<file path="src/design/pixel_color_class_counter_unit_macros.svh">
// Assertion macros shared by the pixel color class counter RTL.
// Expects clk and rst_n in the scope where a macro is used.
`ifndef PIXEL_COLOR_CLASS_COUNTER_UNIT_MACROS_SVH
`define PIXEL_COLOR_CLASS_COUNTER_UNIT_MACROS_SVH

// Same-cycle implication, disabled during reset.
`define PCC_ASSERT_NOW(lbl, ante, cons, msg) \
  lbl: assert property (@(posedge clk) disable iff (!rst_n) (ante) |-> (cons)) \
    else $error(msg);

// Next-cycle implication, disabled during reset.
`define PCC_ASSERT_NEXT(lbl, ante, cons, msg) \
  lbl: assert property (@(posedge clk) disable iff (!rst_n) (ante) |=> (cons)) \
    else $error(msg);

`endif

</file>
<file path="src/design/pcc_pkg.sv">
// Package for the pixel color class counter: widths, codes, queue entry type
// and the output saturation function. No dependencies.
package pcc_pkg;

  localparam int LEVEL_W   = 8;
  localparam int COUNT_BITS = 16;
  localparam int OUT_W     = 16;
  localparam int SAT_W     = (COUNT_BITS > OUT_W) ? COUNT_BITS : OUT_W;
  localparam int NUM_CLASS = 5;
  localparam int CFG_IDX_W = 3;
  localparam int CFG_DATA_W = 8;

  // Queue between classifier and tally stage (power of two)
  localparam int QDEPTH = 4;
  localparam int QPTR_W = $clog2(QDEPTH);
  localparam int QCNT_W = $clog2(QDEPTH + 1);

  // Configuration register indexes
  typedef enum logic [CFG_IDX_W-1:0] {
    CFG_BLACK_MAX_BLUE = 3'd0,
    CFG_BLACK_SPREAD   = 3'd1,
    CFG_WHITE_MIN_BLUE = 3'd2,
    CFG_WHITE_SPREAD   = 3'd3,
    CFG_BLUE_MARGIN    = 3'd4,
    CFG_YELLOW_MARGIN  = 3'd5
  } cfg_idx_t;

  // Class positions within the hit vector, in result order
  typedef enum logic [2:0] {
    CLS_RED    = 3'd0,
    CLS_BLUE   = 3'd1,
    CLS_BLACK  = 3'd2,
    CLS_YELLOW = 3'd3,
    CLS_WHITE  = 3'd4
  } cls_t;

  typedef logic [LEVEL_W-1:0]    level_t;
  typedef logic [COUNT_BITS-1:0] tally_t;
  typedef logic [OUT_W-1:0]      count_t;

  // One classified pixel waiting for the tally stage
  typedef struct packed {
    logic [NUM_CLASS-1:0] hit;
    logic                 last;
  } pcc_entry_t;

  // Clamp a tally to the output field width
  function automatic count_t sat_out(tally_t t);
    logic [SAT_W-1:0] wide;
    wide = SAT_W'(t);
    if (wide > SAT_W'({OUT_W{1'b1}})) begin
      return {OUT_W{1'b1}};
    end
    return OUT_W'(wide);
  endfunction

endpackage

</file>
<file path="src/design/pcc_pix_if.sv">
// Pixel channel: valid/ready handshake carrying one BGR pixel per beat.
// Depends on pcc_pkg.
interface pcc_pix_if;
  import pcc_pkg::*;

  logic   valid;
  logic   ready;
  level_t blue_level;
  level_t green_level;
  level_t red_level;
  logic   last_pixel;

  modport source (output valid, blue_level, green_level, red_level, last_pixel,
                  input ready);
  modport sink   (input valid, blue_level, green_level, red_level, last_pixel,
                  output ready);
endinterface

</file>
<file path="src/design/pcc_cnt_if.sv">
// Result channel: valid/ready handshake carrying five class counts per beat.
// Depends on pcc_pkg.
interface pcc_cnt_if;
  import pcc_pkg::*;

  logic   valid;
  logic   ready;
  count_t red_count;
  count_t blue_count;
  count_t black_count;
  count_t yellow_count;
  count_t white_count;

  modport source (output valid, red_count, blue_count, black_count, yellow_count,
                  white_count, input ready);
  modport sink   (input valid, red_count, blue_count, black_count, yellow_count,
                  white_count, output ready);
endinterface

</file>
<file path="src/design/pcc_front.sv">
// Front stage: holds the threshold registers, accepts pixel beats and
// classifies them into the queue. Depends on pcc_pkg and pcc_pix_if.
module pcc_front (
  input  logic                          clk,
  input  logic                          rst_n,
  input  logic                          cfg_we,
  input  logic [pcc_pkg::CFG_IDX_W-1:0] cfg_index,
  input  logic [pcc_pkg::CFG_DATA_W-1:0] cfg_data,
  pcc_pix_if.sink                       pix,
  input  logic                          q_full,
  output logic                          push,
  output pcc_pkg::pcc_entry_t           push_data
);
  import pcc_pkg::*;

  level_t black_max_blue_r, black_max_blue_nxt;
  level_t black_spread_r, black_spread_nxt;
  level_t white_min_blue_r, white_min_blue_nxt;
  level_t white_spread_r, white_spread_nxt;
  level_t blue_margin_r, blue_margin_nxt;
  level_t yellow_margin_r, yellow_margin_nxt;

  level_t b, g, r, mx;
  level_t gap_bg, gap_br, gap_rg;
  logic [12:0] red_x10, gb_x13;
  logic [8:0]  gb_sum;
  logic [NUM_CLASS-1:0] hit;

  function automatic level_t abs_gap(level_t x, level_t y);
    return (x > y) ? (x - y) : (y - x);
  endfunction

  // Threshold register writes; unknown indexes are dropped
  always_comb begin
    black_max_blue_nxt = black_max_blue_r;
    black_spread_nxt   = black_spread_r;
    white_min_blue_nxt = white_min_blue_r;
    white_spread_nxt   = white_spread_r;
    blue_margin_nxt    = blue_margin_r;
    yellow_margin_nxt  = yellow_margin_r;
    if (cfg_we) begin
      unique case (cfg_idx_t'(cfg_index))
        CFG_BLACK_MAX_BLUE: black_max_blue_nxt = level_t'(cfg_data);
        CFG_BLACK_SPREAD:   black_spread_nxt   = level_t'(cfg_data);
        CFG_WHITE_MIN_BLUE: white_min_blue_nxt = level_t'(cfg_data);
        CFG_WHITE_SPREAD:   white_spread_nxt   = level_t'(cfg_data);
        CFG_BLUE_MARGIN:    blue_margin_nxt    = level_t'(cfg_data);
        CFG_YELLOW_MARGIN:  yellow_margin_nxt  = level_t'(cfg_data);
        default: ;
      endcase
    end
  end

  always_ff @(posedge clk) begin
    if (!rst_n) begin
      black_max_blue_r <= 8'd100;
      black_spread_r   <= 8'd25;
      white_min_blue_r <= 8'd128;
      white_spread_r   <= 8'd20;
      blue_margin_r    <= 8'd10;
      yellow_margin_r  <= 8'd20;
    end else begin
      black_max_blue_r <= black_max_blue_nxt;
      black_spread_r   <= black_spread_nxt;
      white_min_blue_r <= white_min_blue_nxt;
      white_spread_r   <= white_spread_nxt;
      blue_margin_r    <= blue_margin_nxt;
      yellow_margin_r  <= yellow_margin_nxt;
    end
  end

  // Classification of the incoming pixel
  always_comb begin
    b = pix.blue_level;
    g = pix.green_level;
    r = pix.red_level;
    mx = (g > r) ? g : r;
    gap_bg = abs_gap(b, g);
    gap_br = abs_gap(b, r);
    gap_rg = abs_gap(r, g);
    // 10*r > 13*(g+b): integer form of the 1.3 ratio
    gb_sum  = {1'b0, g} + {1'b0, b};
    red_x10 = 13'(r) * 13'd10;
    gb_x13  = 13'(gb_sum) * 13'd13;

    hit = '0;
    hit[CLS_RED]   = red_x10 > gb_x13;
    hit[CLS_BLUE]  = (b > mx) && ((b - mx) > blue_margin_r);
    hit[CLS_BLACK] = (b <= black_max_blue_r) && (gap_bg < black_spread_r) &&
                     (gap_br < black_spread_r) && (gap_rg < black_spread_r);
    hit[CLS_YELLOW] = (g > b) && ((g - b) > yellow_margin_r) &&
                      (r > b) && ((r - b) > yellow_margin_r);
    hit[CLS_WHITE] = (b > white_min_blue_r) && (gap_bg < white_spread_r) &&
                     (gap_br < white_spread_r) && (gap_rg < white_spread_r);
  end

  // Beat is taken whenever the queue has room
  assign pix.ready      = !q_full;
  assign push           = pix.valid && !q_full;
  assign push_data.hit  = hit;
  assign push_data.last = pix.last_pixel;

endmodule

</file>
<file path="src/design/pcc_queue.sv">
// Short FIFO of classified pixels between front and tally stages.
// Depends on pcc_pkg and the assertion macro header.
`include "pixel_color_class_counter_unit_macros.svh"

module pcc_queue (
  input  logic                clk,
  input  logic                rst_n,
  input  logic                push,
  input  pcc_pkg::pcc_entry_t push_data,
  output logic                full,
  input  logic                pop,
  output logic                head_valid,
  output pcc_pkg::pcc_entry_t head
);
  import pcc_pkg::*;

  pcc_entry_t        mem_r [QDEPTH];
  logic [QPTR_W-1:0] wr_ptr_r, wr_ptr_nxt;
  logic [QPTR_W-1:0] rd_ptr_r, rd_ptr_nxt;
  logic [QCNT_W-1:0] cnt_r, cnt_nxt;

  // Pointer and fill count update
  always_comb begin
    wr_ptr_nxt = push ? wr_ptr_r + 1'b1 : wr_ptr_r;
    rd_ptr_nxt = pop ? rd_ptr_r + 1'b1 : rd_ptr_r;
    cnt_nxt    = cnt_r;
    if (push && !pop) begin
      cnt_nxt = cnt_r + 1'b1;
    end else if (pop && !push) begin
      cnt_nxt = cnt_r - 1'b1;
    end
  end

  always_ff @(posedge clk) begin
    if (!rst_n) begin
      wr_ptr_r <= '0;
      rd_ptr_r <= '0;
      cnt_r    <= '0;
    end else begin
      wr_ptr_r <= wr_ptr_nxt;
      rd_ptr_r <= rd_ptr_nxt;
      cnt_r    <= cnt_nxt;
    end
  end

  // Entry storage
  always_ff @(posedge clk) begin
    if (push) begin
      mem_r[wr_ptr_r] <= push_data;
    end
  end

  assign full       = (cnt_r == QCNT_W'(QDEPTH));
  assign head_valid = (cnt_r != '0);
  assign head       = mem_r[rd_ptr_r];

  `PCC_ASSERT_NOW(a_cnt_bound, 1'b1, cnt_r <= QCNT_W'(QDEPTH), "queue fill over depth")
  `PCC_ASSERT_NOW(a_pop_nonempty, pop, cnt_r != '0, "pop from empty queue")
  `PCC_ASSERT_NEXT(a_push_grows, push && !pop, cnt_r == QCNT_W'($past(cnt_r) + 1'b1), "push lost")

endmodule

</file>
<file path="src/design/pcc_back.sv">
// Tally stage: drains the queue into five saturating tallies and loads the
// result register on a last pixel. Depends on pcc_pkg, pcc_cnt_if, macros.
`include "pixel_color_class_counter_unit_macros.svh"

module pcc_back (
  input  logic                clk,
  input  logic                rst_n,
  input  logic                head_valid,
  input  pcc_pkg::pcc_entry_t head,
  output logic                pop,
  pcc_cnt_if.source           cnt
);
  import pcc_pkg::*;

  tally_t tally_r   [NUM_CLASS];
  tally_t tally_nxt [NUM_CLASS];
  tally_t bumped    [NUM_CLASS];
  count_t out_cnt_r   [NUM_CLASS];
  count_t out_cnt_nxt [NUM_CLASS];
  logic   out_valid_r, out_valid_nxt;

  // A last pixel waits until the result register is free
  assign pop = head_valid && (!head.last || !out_valid_r || cnt.ready);

  // Saturating bump, clear after a last pixel
  always_comb begin
    for (int i = 0; i < NUM_CLASS; i++) begin
      bumped[i] = (head.hit[i] && (tally_r[i] != '1)) ? tally_r[i] + 1'b1 : tally_r[i];
      tally_nxt[i]   = tally_r[i];
      out_cnt_nxt[i] = out_cnt_r[i];
      if (pop) begin
        tally_nxt[i] = head.last ? '0 : bumped[i];
        if (head.last) begin
          out_cnt_nxt[i] = sat_out(bumped[i]);
        end
      end
    end
  end

  // Result register handshake
  always_comb begin
    out_valid_nxt = out_valid_r;
    if (pop && head.last) begin
      out_valid_nxt = 1'b1;
    end else if (cnt.ready) begin
      out_valid_nxt = 1'b0;
    end
  end

  always_ff @(posedge clk) begin
    if (!rst_n) begin
      out_valid_r <= 1'b0;
      for (int i = 0; i < NUM_CLASS; i++) begin
        tally_r[i] <= '0;
      end
    end else begin
      out_valid_r <= out_valid_nxt;
      for (int i = 0; i < NUM_CLASS; i++) begin
        tally_r[i] <= tally_nxt[i];
      end
    end
  end

  always_ff @(posedge clk) begin
    for (int i = 0; i < NUM_CLASS; i++) begin
      out_cnt_r[i] <= out_cnt_nxt[i];
    end
  end

  assign cnt.valid        = out_valid_r;
  assign cnt.red_count    = out_cnt_r[CLS_RED];
  assign cnt.blue_count   = out_cnt_r[CLS_BLUE];
  assign cnt.black_count  = out_cnt_r[CLS_BLACK];
  assign cnt.yellow_count = out_cnt_r[CLS_YELLOW];
  assign cnt.white_count  = out_cnt_r[CLS_WHITE];

  `PCC_ASSERT_NOW(a_no_overwrite, pop && head.last, !out_valid_r || cnt.ready, "result overwritten")
  `PCC_ASSERT_NEXT(a_result_up, pop && head.last, out_valid_r, "result not raised")
  `PCC_ASSERT_NEXT(a_tally_clear, pop && head.last, tally_r[CLS_RED] == '0 && tally_r[CLS_WHITE] == '0, "tallies not cleared")

endmodule

</file>
<file path="src/design/pixel_color_class_counter_unit.sv">
// Top level of the pixel color class counter.
// Depends on pcc_pkg, pcc_pix_if, pcc_cnt_if, pcc_front, pcc_queue, pcc_back.
//
// Counts BGR pixels in five overlapping classes (red, blue, black, yellow,
// white) and, on the pixel marked last, delivers all five counts as one beat
// and restarts counting. Pixels are taken at one per clock: the classifier
// writes each pixel's class flags into a four-entry queue in the cycle it is
// accepted, and the tally stage drains one entry per clock. A count beat is
// loaded into an output register as its last pixel leaves the queue and
// sits there while counting of the next region goes on; only a second last
// pixel that reaches the tally stage while that register is still held stops
// the drain, and input ready drops once the queue fills. Tallies saturate. The
// user must write thresholds via the cfg port while the block is idle; the block does not enforce it.
module pixel_color_class_counter_unit (
  input  logic                           clk,
  input  logic                           rst_n,
  input  logic                           cfg_we,
  input  logic [pcc_pkg::CFG_IDX_W-1:0]  cfg_index,
  input  logic [pcc_pkg::CFG_DATA_W-1:0] cfg_data,
  pcc_pix_if.sink                        in_pix,
  pcc_cnt_if.source                      out_cnt
);
  import pcc_pkg::*;

  logic       push, pop, q_full, head_valid;
  pcc_entry_t push_data, head;

  // Classifier and threshold registers
  pcc_front u_front (
    .clk       (clk),
    .rst_n     (rst_n),
    .cfg_we    (cfg_we),
    .cfg_index (cfg_index),
    .cfg_data  (cfg_data),
    .pix       (in_pix),
    .q_full    (q_full),
    .push      (push),
    .push_data (push_data)
  );

  // Decoupling queue
  pcc_queue u_queue (
    .clk        (clk),
    .rst_n      (rst_n),
    .push       (push),
    .push_data  (push_data),
    .full       (q_full),
    .pop        (pop),
    .head_valid (head_valid),
    .head       (head)
  );

  // Tallies and result register
  pcc_back u_back (
    .clk        (clk),
    .rst_n      (rst_n),
    .head_valid (head_valid),
    .head       (head),
    .pop        (pop),
    .cnt        (out_cnt)
  );

endmodule
</file>
<file path="src/flat_wrapper.sv">
// flat-port wrapper written by rule: the top's interface ports become plain ports
module pixel_color_class_counter_unit_flat import pcc_pkg::*;
  (clk, rst_n, cfg_we, cfg_index, cfg_data, in_pix_valid, in_pix_blue_level, in_pix_green_level, in_pix_red_level, in_pix_last_pixel, in_pix_ready, out_cnt_valid, out_cnt_red_count, out_cnt_blue_count, out_cnt_black_count, out_cnt_yellow_count, out_cnt_white_count, out_cnt_ready);
  pcc_pix_if in_pix_i ();
  pcc_cnt_if out_cnt_i ();
  input  logic clk;
  input  logic rst_n;
  input  logic cfg_we;
  input  logic [pcc_pkg::CFG_IDX_W-1:0] cfg_index;
  input  logic [pcc_pkg::CFG_DATA_W-1:0] cfg_data;
  input wire logic [$bits(in_pix_i.valid)-1:0] in_pix_valid;
  input wire logic [$bits(in_pix_i.blue_level)-1:0] in_pix_blue_level;
  input wire logic [$bits(in_pix_i.green_level)-1:0] in_pix_green_level;
  input wire logic [$bits(in_pix_i.red_level)-1:0] in_pix_red_level;
  input wire logic [$bits(in_pix_i.last_pixel)-1:0] in_pix_last_pixel;
  output wire logic [$bits(in_pix_i.ready)-1:0] in_pix_ready;
  output wire logic [$bits(out_cnt_i.valid)-1:0] out_cnt_valid;
  output wire logic [$bits(out_cnt_i.red_count)-1:0] out_cnt_red_count;
  output wire logic [$bits(out_cnt_i.blue_count)-1:0] out_cnt_blue_count;
  output wire logic [$bits(out_cnt_i.black_count)-1:0] out_cnt_black_count;
  output wire logic [$bits(out_cnt_i.yellow_count)-1:0] out_cnt_yellow_count;
  output wire logic [$bits(out_cnt_i.white_count)-1:0] out_cnt_white_count;
  input wire logic [$bits(out_cnt_i.ready)-1:0] out_cnt_ready;
  assign in_pix_i.valid = in_pix_valid;
  assign in_pix_i.blue_level = in_pix_blue_level;
  assign in_pix_i.green_level = in_pix_green_level;
  assign in_pix_i.red_level = in_pix_red_level;
  assign in_pix_i.last_pixel = in_pix_last_pixel;
  assign in_pix_ready = in_pix_i.ready;
  assign out_cnt_valid = out_cnt_i.valid;
  assign out_cnt_red_count = out_cnt_i.red_count;
  assign out_cnt_blue_count = out_cnt_i.blue_count;
  assign out_cnt_black_count = out_cnt_i.black_count;
  assign out_cnt_yellow_count = out_cnt_i.yellow_count;
  assign out_cnt_white_count = out_cnt_i.white_count;
  assign out_cnt_i.ready = out_cnt_ready;
  pixel_color_class_counter_unit u_core (.clk(clk), .rst_n(rst_n), .cfg_we(cfg_we), .cfg_index(cfg_index), .cfg_data(cfg_data), .in_pix(in_pix_i), .out_cnt(out_cnt_i));
endmodule
</file>
<file path="config.mk">
export PLATFORM = sky130hd
export DESIGN_NAME = pixel_color_class_counter_unit_flat
export DESIGN_NICKNAME = d
export VERILOG_FILES = /design/src/design/pcc_pkg.sv /design/src/design/pcc_pix_if.sv /design/src/design/pcc_cnt_if.sv /design/src/design/pcc_front.sv /design/src/design/pcc_queue.sv /design/src/design/pcc_back.sv /design/src/design/pixel_color_class_counter_unit.sv /design/src/flat_wrapper.sv
export VERILOG_INCLUDE_DIRS = /design/src /design/src/design
export SDC_FILE = /design/constraint.sdc
export NUM_CORES = 1
export LEC_CHECK = 0
export ABC_AREA = 1
export BUFFER_PORTS_ARGS = -buffer_cell sky130_fd_sc_hd__clkbuf_2
export CORE_MARGIN = 3
export CORE_UTILIZATION = 65
export CTS_CLUSTER_SIZE = 28
export DETAILED_ROUTE_END_ITERATION = 12
export PLACE_DENSITY_LB_ADDON = 0.05
export SKIP_CTS_REPAIR_TIMING = 1
export SYNTH_ARGS = -nofsm -noshare
export SYNTH_HDL_FRONTEND = slang
export SYNTH_SLANG_ARGS = --single-unit
</file>
<file path="constraint.sdc">
create_clock -name clk -period 11.4 [get_ports clk]
set_clock_uncertainty 0.1 [all_clocks]
set_input_delay 3.42 -clock clk [delete_from_list [all_inputs] [get_ports clk]]
set_output_delay 3.42 -clock clk [all_outputs]
set_load 0.02 [all_outputs]
</file>
; Word-level counts from Yosys, hierarchy flattened
; Memories as Yosys holds them, arrays and structs flattened. A register that Yosys moved wholly into a read port is not among the register bits.
; Index checks and enable logic that the tools add are counted.
[word_totals]
elab_cells = 181
register_bits = 56
ram_bits = 184
output_inout_bits = 82
n_memories = 3
inputBits = 41
[classes]
bitwise = 5
n_mux = 69
reduce_logical = 38
eq_ne = 13
magnitude_cmp = 24
multipliers = 2
addsub = 17
[mem_list]
columns = memory, depth, width, rd, rd_clocked_by_memory_dff, write_ports, line_no
row1 = u_core.u_back.out_cnt_r, 5, 16, 5, 0, 5, pcc_back.sv:18  ; count_t out_cnt_r [NUM_CLASS];
row2 = u_core.u_back.tally_r, 5, 16, 5, 0, 5, pcc_back.sv:15  ; tally_t tally_r [NUM_CLASS];
row3 = u_core.u_queue.mem_r, 4, 6, 1, 1, 1, pcc_queue.sv:17  ; pcc_entry_t mem_r [QDEPTH];
[op_table]
columns = cell, count
row1 = 2-to-1 mux 16 bit, 40
row2 = > comparator 8 bit, 11
row3 = "adder 16 x 1 -> 16 bit, second input constant", 5
row4 = "> comparator 16 bit, second input constant", 5
row5 = "inequality test 16 bit, second input constant", 5
row6 = subtractor 8 bit, 7
row7 = less-than comparator 8 bit, 6
row8 = 2-to-1 mux 8 bit, 4
row9 = 2-to-1 mux 1 bit, 21
row10 = logical AND 1 bit, 20
row11 = AND reduction 2 bit, 7
row12 = > comparator 12 x 13 -> 1 bit, 1
row13 = "multiplier 9 x 4 -> 13 bit, second input constant", 1
row14 = "multiplier 8 x 3 -> 11 bit, second input constant", 1
row15 = adder 8 x 8 -> 9 bit, 1
row16 = "equality test 3 bit, second input constant", 3
row17 = less-or-equal comparator 8 bit, 1
row18 = "equality test 3 x 2 -> 1 bit, second input constant", 2
row19 = 2-to-1 mux 3 bit, 2
row20 = logical NOT 1 bit, 5
row21 = bitwise OR 1 bit, 5
row22 = "adder 2 x 1 -> 2 bit, second input constant", 2
row23 = 2-to-1 mux 2 bit, 2
row24 = nonzero test 2 bit, 2
row25 = 8 further kinds, 9

; Depth between registers and ports, before layout
; An unclocked memory read counts as a cell.
[logic_depth]
depth_word = 11
depth_mapped = 30
depth_no_buf = 30

; By module
; Synthesis repeated with hierarchy kept, for this count alone.
[hier_totals]
cells_unflattened = 2359
area_unflattened_um2 = 17723.2
[modules_own_cells]
columns = mod, area_each_um2, seq_area_each_um2, n_inst, cells_per_inst
row1 = pcc_back, 8421.8, 4023.9, 1, 1088
row2 = pcc_front, 7962.6, 960.9, 1, 1154
row3 = pcc_queue, 1338.8, 900.9, 1, 117

; Least setup slack after synthesis
; No wires, ideal clock.
[synth_timing]
path_kind = input -> register
startpoint = input port in_pix_green_level[2]
endpoint = memory u_core.u_queue.mem_r[0][1] (netlist name) (data pin)
t_arrival_ns = 7.158
setup_slack_ns = 3.880
cell_stages = 26
setup_time_ns = 0.262
n_path_buf = 1
t_required_ns = 11.038
cell_sequence = inv_1 > ha_1 > buf_2 > inv_1 > a21oi_1 > nand2_1 > nand2_1 > a31oi_1 > xor2_1 > inv_1 > fa_1 > inv_1 > ha_1 > a21o_1 > nand3_1 > nand2_1 > a21oi_1 > nor2_1 > nor2_1 > xor2_1 > ha_1 > nand2_1 > nor4_1 > nand4_1 > nand2_1 > nor2_1
[synth_rtl]
columns = element, line_no
row1 = "start, declared", flat_wrapper.sv:13  ; input wire logic [$bits(in_pix_i.green_level)-1:0] in_pix_green_level;
row2 = "end, declared", pcc_queue.sv:17

==> flow_summary_export.csv <==
group,metric,value,unit
critical_path,slowest_stage,"ha_1",
final_layout,layout-drive-gt1-share,0.128,
clock_network,cts_buffer_depth,3,
final_layout,final_common_cell,"nand2_1",
power_and_ir_drop,peakVddDrop,147,uV
critical_path,arrival,8080,ps
power_and_ir_drop,power_frac_clock,0.226,
placement,globalplace.congestion,0.998,
critical_path,path_depth,23,
timing,timing.fmax,0.126,GHz
power_and_ir_drop,power-per-cell-area,194,mW/mm2
timing,worst_pin_slew,1070,ps
global_routing,grt-ovfl-total,0,
placement,io_buffers,122,
global_routing,grt_use_total,0.291,
global_routing,first_global_vias,14400,
power_and_ir_drop,p_sw,1.58,mW
yosys,ys_types,49,
power_and_ir_drop,seqPwrFrac,0.323,
power_and_ir_drop,intPower,2.13,mW
clock_network,clock-sinks,242,
die,rows,59,
routing,dr.pass1.iters,6,
critical_path,cpPeakStageDelay,600,ps
yosys,yosysWarningCount,0,
power_and_ir_drop,comb_power_share,0.451,
clock_network,cts_tree,"built",
placement,postPlaceCellArea,0.0183,mm2
critical_path,worstPathCellList,"clkbuf_2 -> ha_1 -> inv_1 -> a21oi_1 -> nand2_1 -> nand2_1 -> a31oi_1 -> xor2_1 -> inv_1 -> fa_1 -> inv_1 -> ha_1 -> nand2_1 -> o21ai_0 -> a21oi_1 -> o21ai_0 -> xor2_1 -> ha_1 -> nand2_1 -> nor4_1 -> nand4_1 -> nand2_1 -> nor2_1",
timing,setup_viol,0,
timing,fin_crit,7940,ps
global_routing,grt_start_max_net_pins,86,
critical_path,required,11540,ps
final_layout,multiInputGateArea,0.0103,mm2
routing,first_iter_violations,1262,
placement,dp_hpwl,32400,um
yosys,ys_ff_latch,242,
final_layout,stdcell_count,2720,
yosys,synth_seq_area_share,0.334,
routing,vias,15200,
clock_network,clk_latency,520,ps
yosys,async_reset_ff_frac,0,
critical_path,critPathKind,"in2reg",
run_status,outcome,"finished, final reports clean",
final_layout,layout.nets,2623,
global_routing,antenna_found_initial,0,
placement,placed_cells_incl_taps,2675,
clock_network,root_buffer,"clkbuf_16",
die,ios,123,
yosys,syn-cell-area,0.0176,mm2
critical_path,critPathBufInv,4,
die,die_area,0.0291,mm2
yosys,syn_area_per_cell,7.72,um2
die,fp.dieW,171,um
yosys,synth_cells,2281,
die,core_area,0.0264,mm2
critical_path,crit_path_start_kind,"primary input",
routing,drc_errors,0,
timing,hold_viol_final,0,
power_and_ir_drop,finalPower,3.72,mW
critical_path,ff2ff_path_depth,12,
critical_path,endpoint_kind,"flip-flop",
critical_path,critPathTopFamily,"adder cells",
yosys,syn_nets,2537,
die,floorplan.initialDensity,0.668,
hold_path,hp-class,"reg2reg",
timing,slew_headroom,0.289,
final_layout,synthToLayoutAreaGrowth,8.54,%
routing,avgViaCountPerCell,5.59,
power_and_ir_drop,p_sw_frac,0.426,
final_layout,seq_area,0.00589,mm2
timing,rsz0062_at_grt,"no",
timing,post-route-period-util,0.696,
clock_network,cts_buffers,25,
clock_network,clk_pin_slew,60,ps
routing,wl,43000,um
routing,ant_nets,0,
critical_path,critPathMaxFanout,10,
power_and_ir_drop,p_leak,8.32,nW
timing,tns,0,ps
critical_path,path_common_cell,"nand2_1",
yosys,synth_edf_count,104,
yosys,ys.flop_type,"dfxtp_1",
run,max_cap_violations,0,
global_routing,grt_pass1_wl,69900,um
routing,wl_per_cell,15.8,um
final_layout,stdcell_area,0.0191,mm2
hold_path,hold-path-cell-count,2,
final_layout,fill_cells,2096,
die,die_h,171,um
final_layout,n_antenna_cell,0,
timing,slew_viol_final,0,
clock_network,htree_levels,1,
final_layout,layout_common_cells,"nand2_1 (589), inv_1 (262), ha_1 (200)",
==> cells by family after synthesis <==
kind of cell	share of synthesized area
simple gates	0.231
flops	0.334
fa+ha+maj	0.159
mux	0.00128
xor+xnor	0.0561
buf+inv	0.0821
compound gates	0.136
==> registers in the layout, summed over array words and instances (netlist names), named ones only <==
| register | cells |
|---|---|
| u_core.u_queue.wr_ptr_r | 2 |
| u_core.u_back.tally_r | 80 |
| u_core.u_queue.mem_r | 24 |
| u_core.u_queue.rd_ptr_r | 2 |
| u_core.u_queue.cnt_r | 3 |
| u_core.u_front.yellow_margin_r | 8 |
| u_core.u_front.white_min_blue_r | 8 |
| u_core.u_front.black_spread_r | 8 |
| u_core.u_back.out_cnt_r | 80 |
| u_core.u_front.black_max_blue_r | 8 |
| u_core.u_back.cnt.valid | 1 |
| u_core.u_front.white_spread_r | 8 |
| u_core.u_front.blue_margin_r | 8 |
==> layout make-up <==
cell class / instances / area share
well taps: 335 / 0.0219
clock inverters: 12 / 0.00714
multi-input cells: 1699 / 0.538
inverters: 273 / 0.0540
clock buffers: 33 / 0.0375
repair buffers: 126 / 0.0335
flip-flops and latches: 242 / 0.308
==> through the flow <==
stage,hold WS [ps],util,setup slack (ps)
global placement,345,0.693,3170
global route,392,0.725,3020
floorplan,333,-,3880
finish,365,0.725,3460
CTS,363,0.725,3510
detailed placement,354,0.693,2990
==> layer usage <==
layer,global-route usage,share of wire,up-vias
met5,0,0,-
met4,0.0949,0.030,0
met3,0.0323,0.052,93
met2,0.506,0.48,470
met1,0.379,0.44,6989
li1,-,-,7658
==> power by group through the flow <==
stage | Sequential [mW] | Clock (mW) | Combinational [mW]
4_1_cts | 1.20 | 0.850 | 1.68
2_1_floorplan | 1.37 | 0 | 1.15
6_report | 1.20 | 0.840 | 1.68
5_1_grt | 1.22 | 0.883 | 1.87
3_5_place_dp | 1.22 | 0 | 1.66
3_3_place_gp | 1.21 | 0 | 1.62
==> tightest hold or removal path, stage by stage, from the launching register on <==
cell     delay, ps
dfxtp_1        300
inv_1           60
a21oi_1         60
==> final timing paths <==
check                                           from                            endpoint  slack (ps)
setup / recovery                in_pix_blue_level[2]          u_core.u_queue.mem_r[0][1]        3460
hold / removal    u_core.u_front.black_max_blue_r[1]  u_core.u_front.black_max_blue_r[1]         360
setup reg to reg                           flip-flop      u_core.u_back.out_cnt_r[0][14]        8190
hold reg to reg   u_core.u_front.black_max_blue_r[1]  u_core.u_front.black_max_blue_r[1]         360
==> Yosys cell counts, drive strengths merged (2+ instances only) <==
cell type	count	area share
o211ai	27	0.012
buf	43	0.018
nor3	21	0.0065
xor2	82	0.041
nor2	137	0.031
and2	9	0.0032
edfxtp	104	0.18
nand3	74	0.022
nand2	671	0.16
nor4	2	0.00071
inv	272	0.058
o21bai	5	0.0021
nand4	32	0.011
o21ai	141	0.041
a31oi	10	0.0053
a21o	7	0.0030
xnor2	30	0.015
a21oi	228	0.071
fa	15	0.017
dfxtp	138	0.16
ha	200	0.14
clkbuf	24	0.0051
Note: power is estimated with default switching activity, not from simulation.
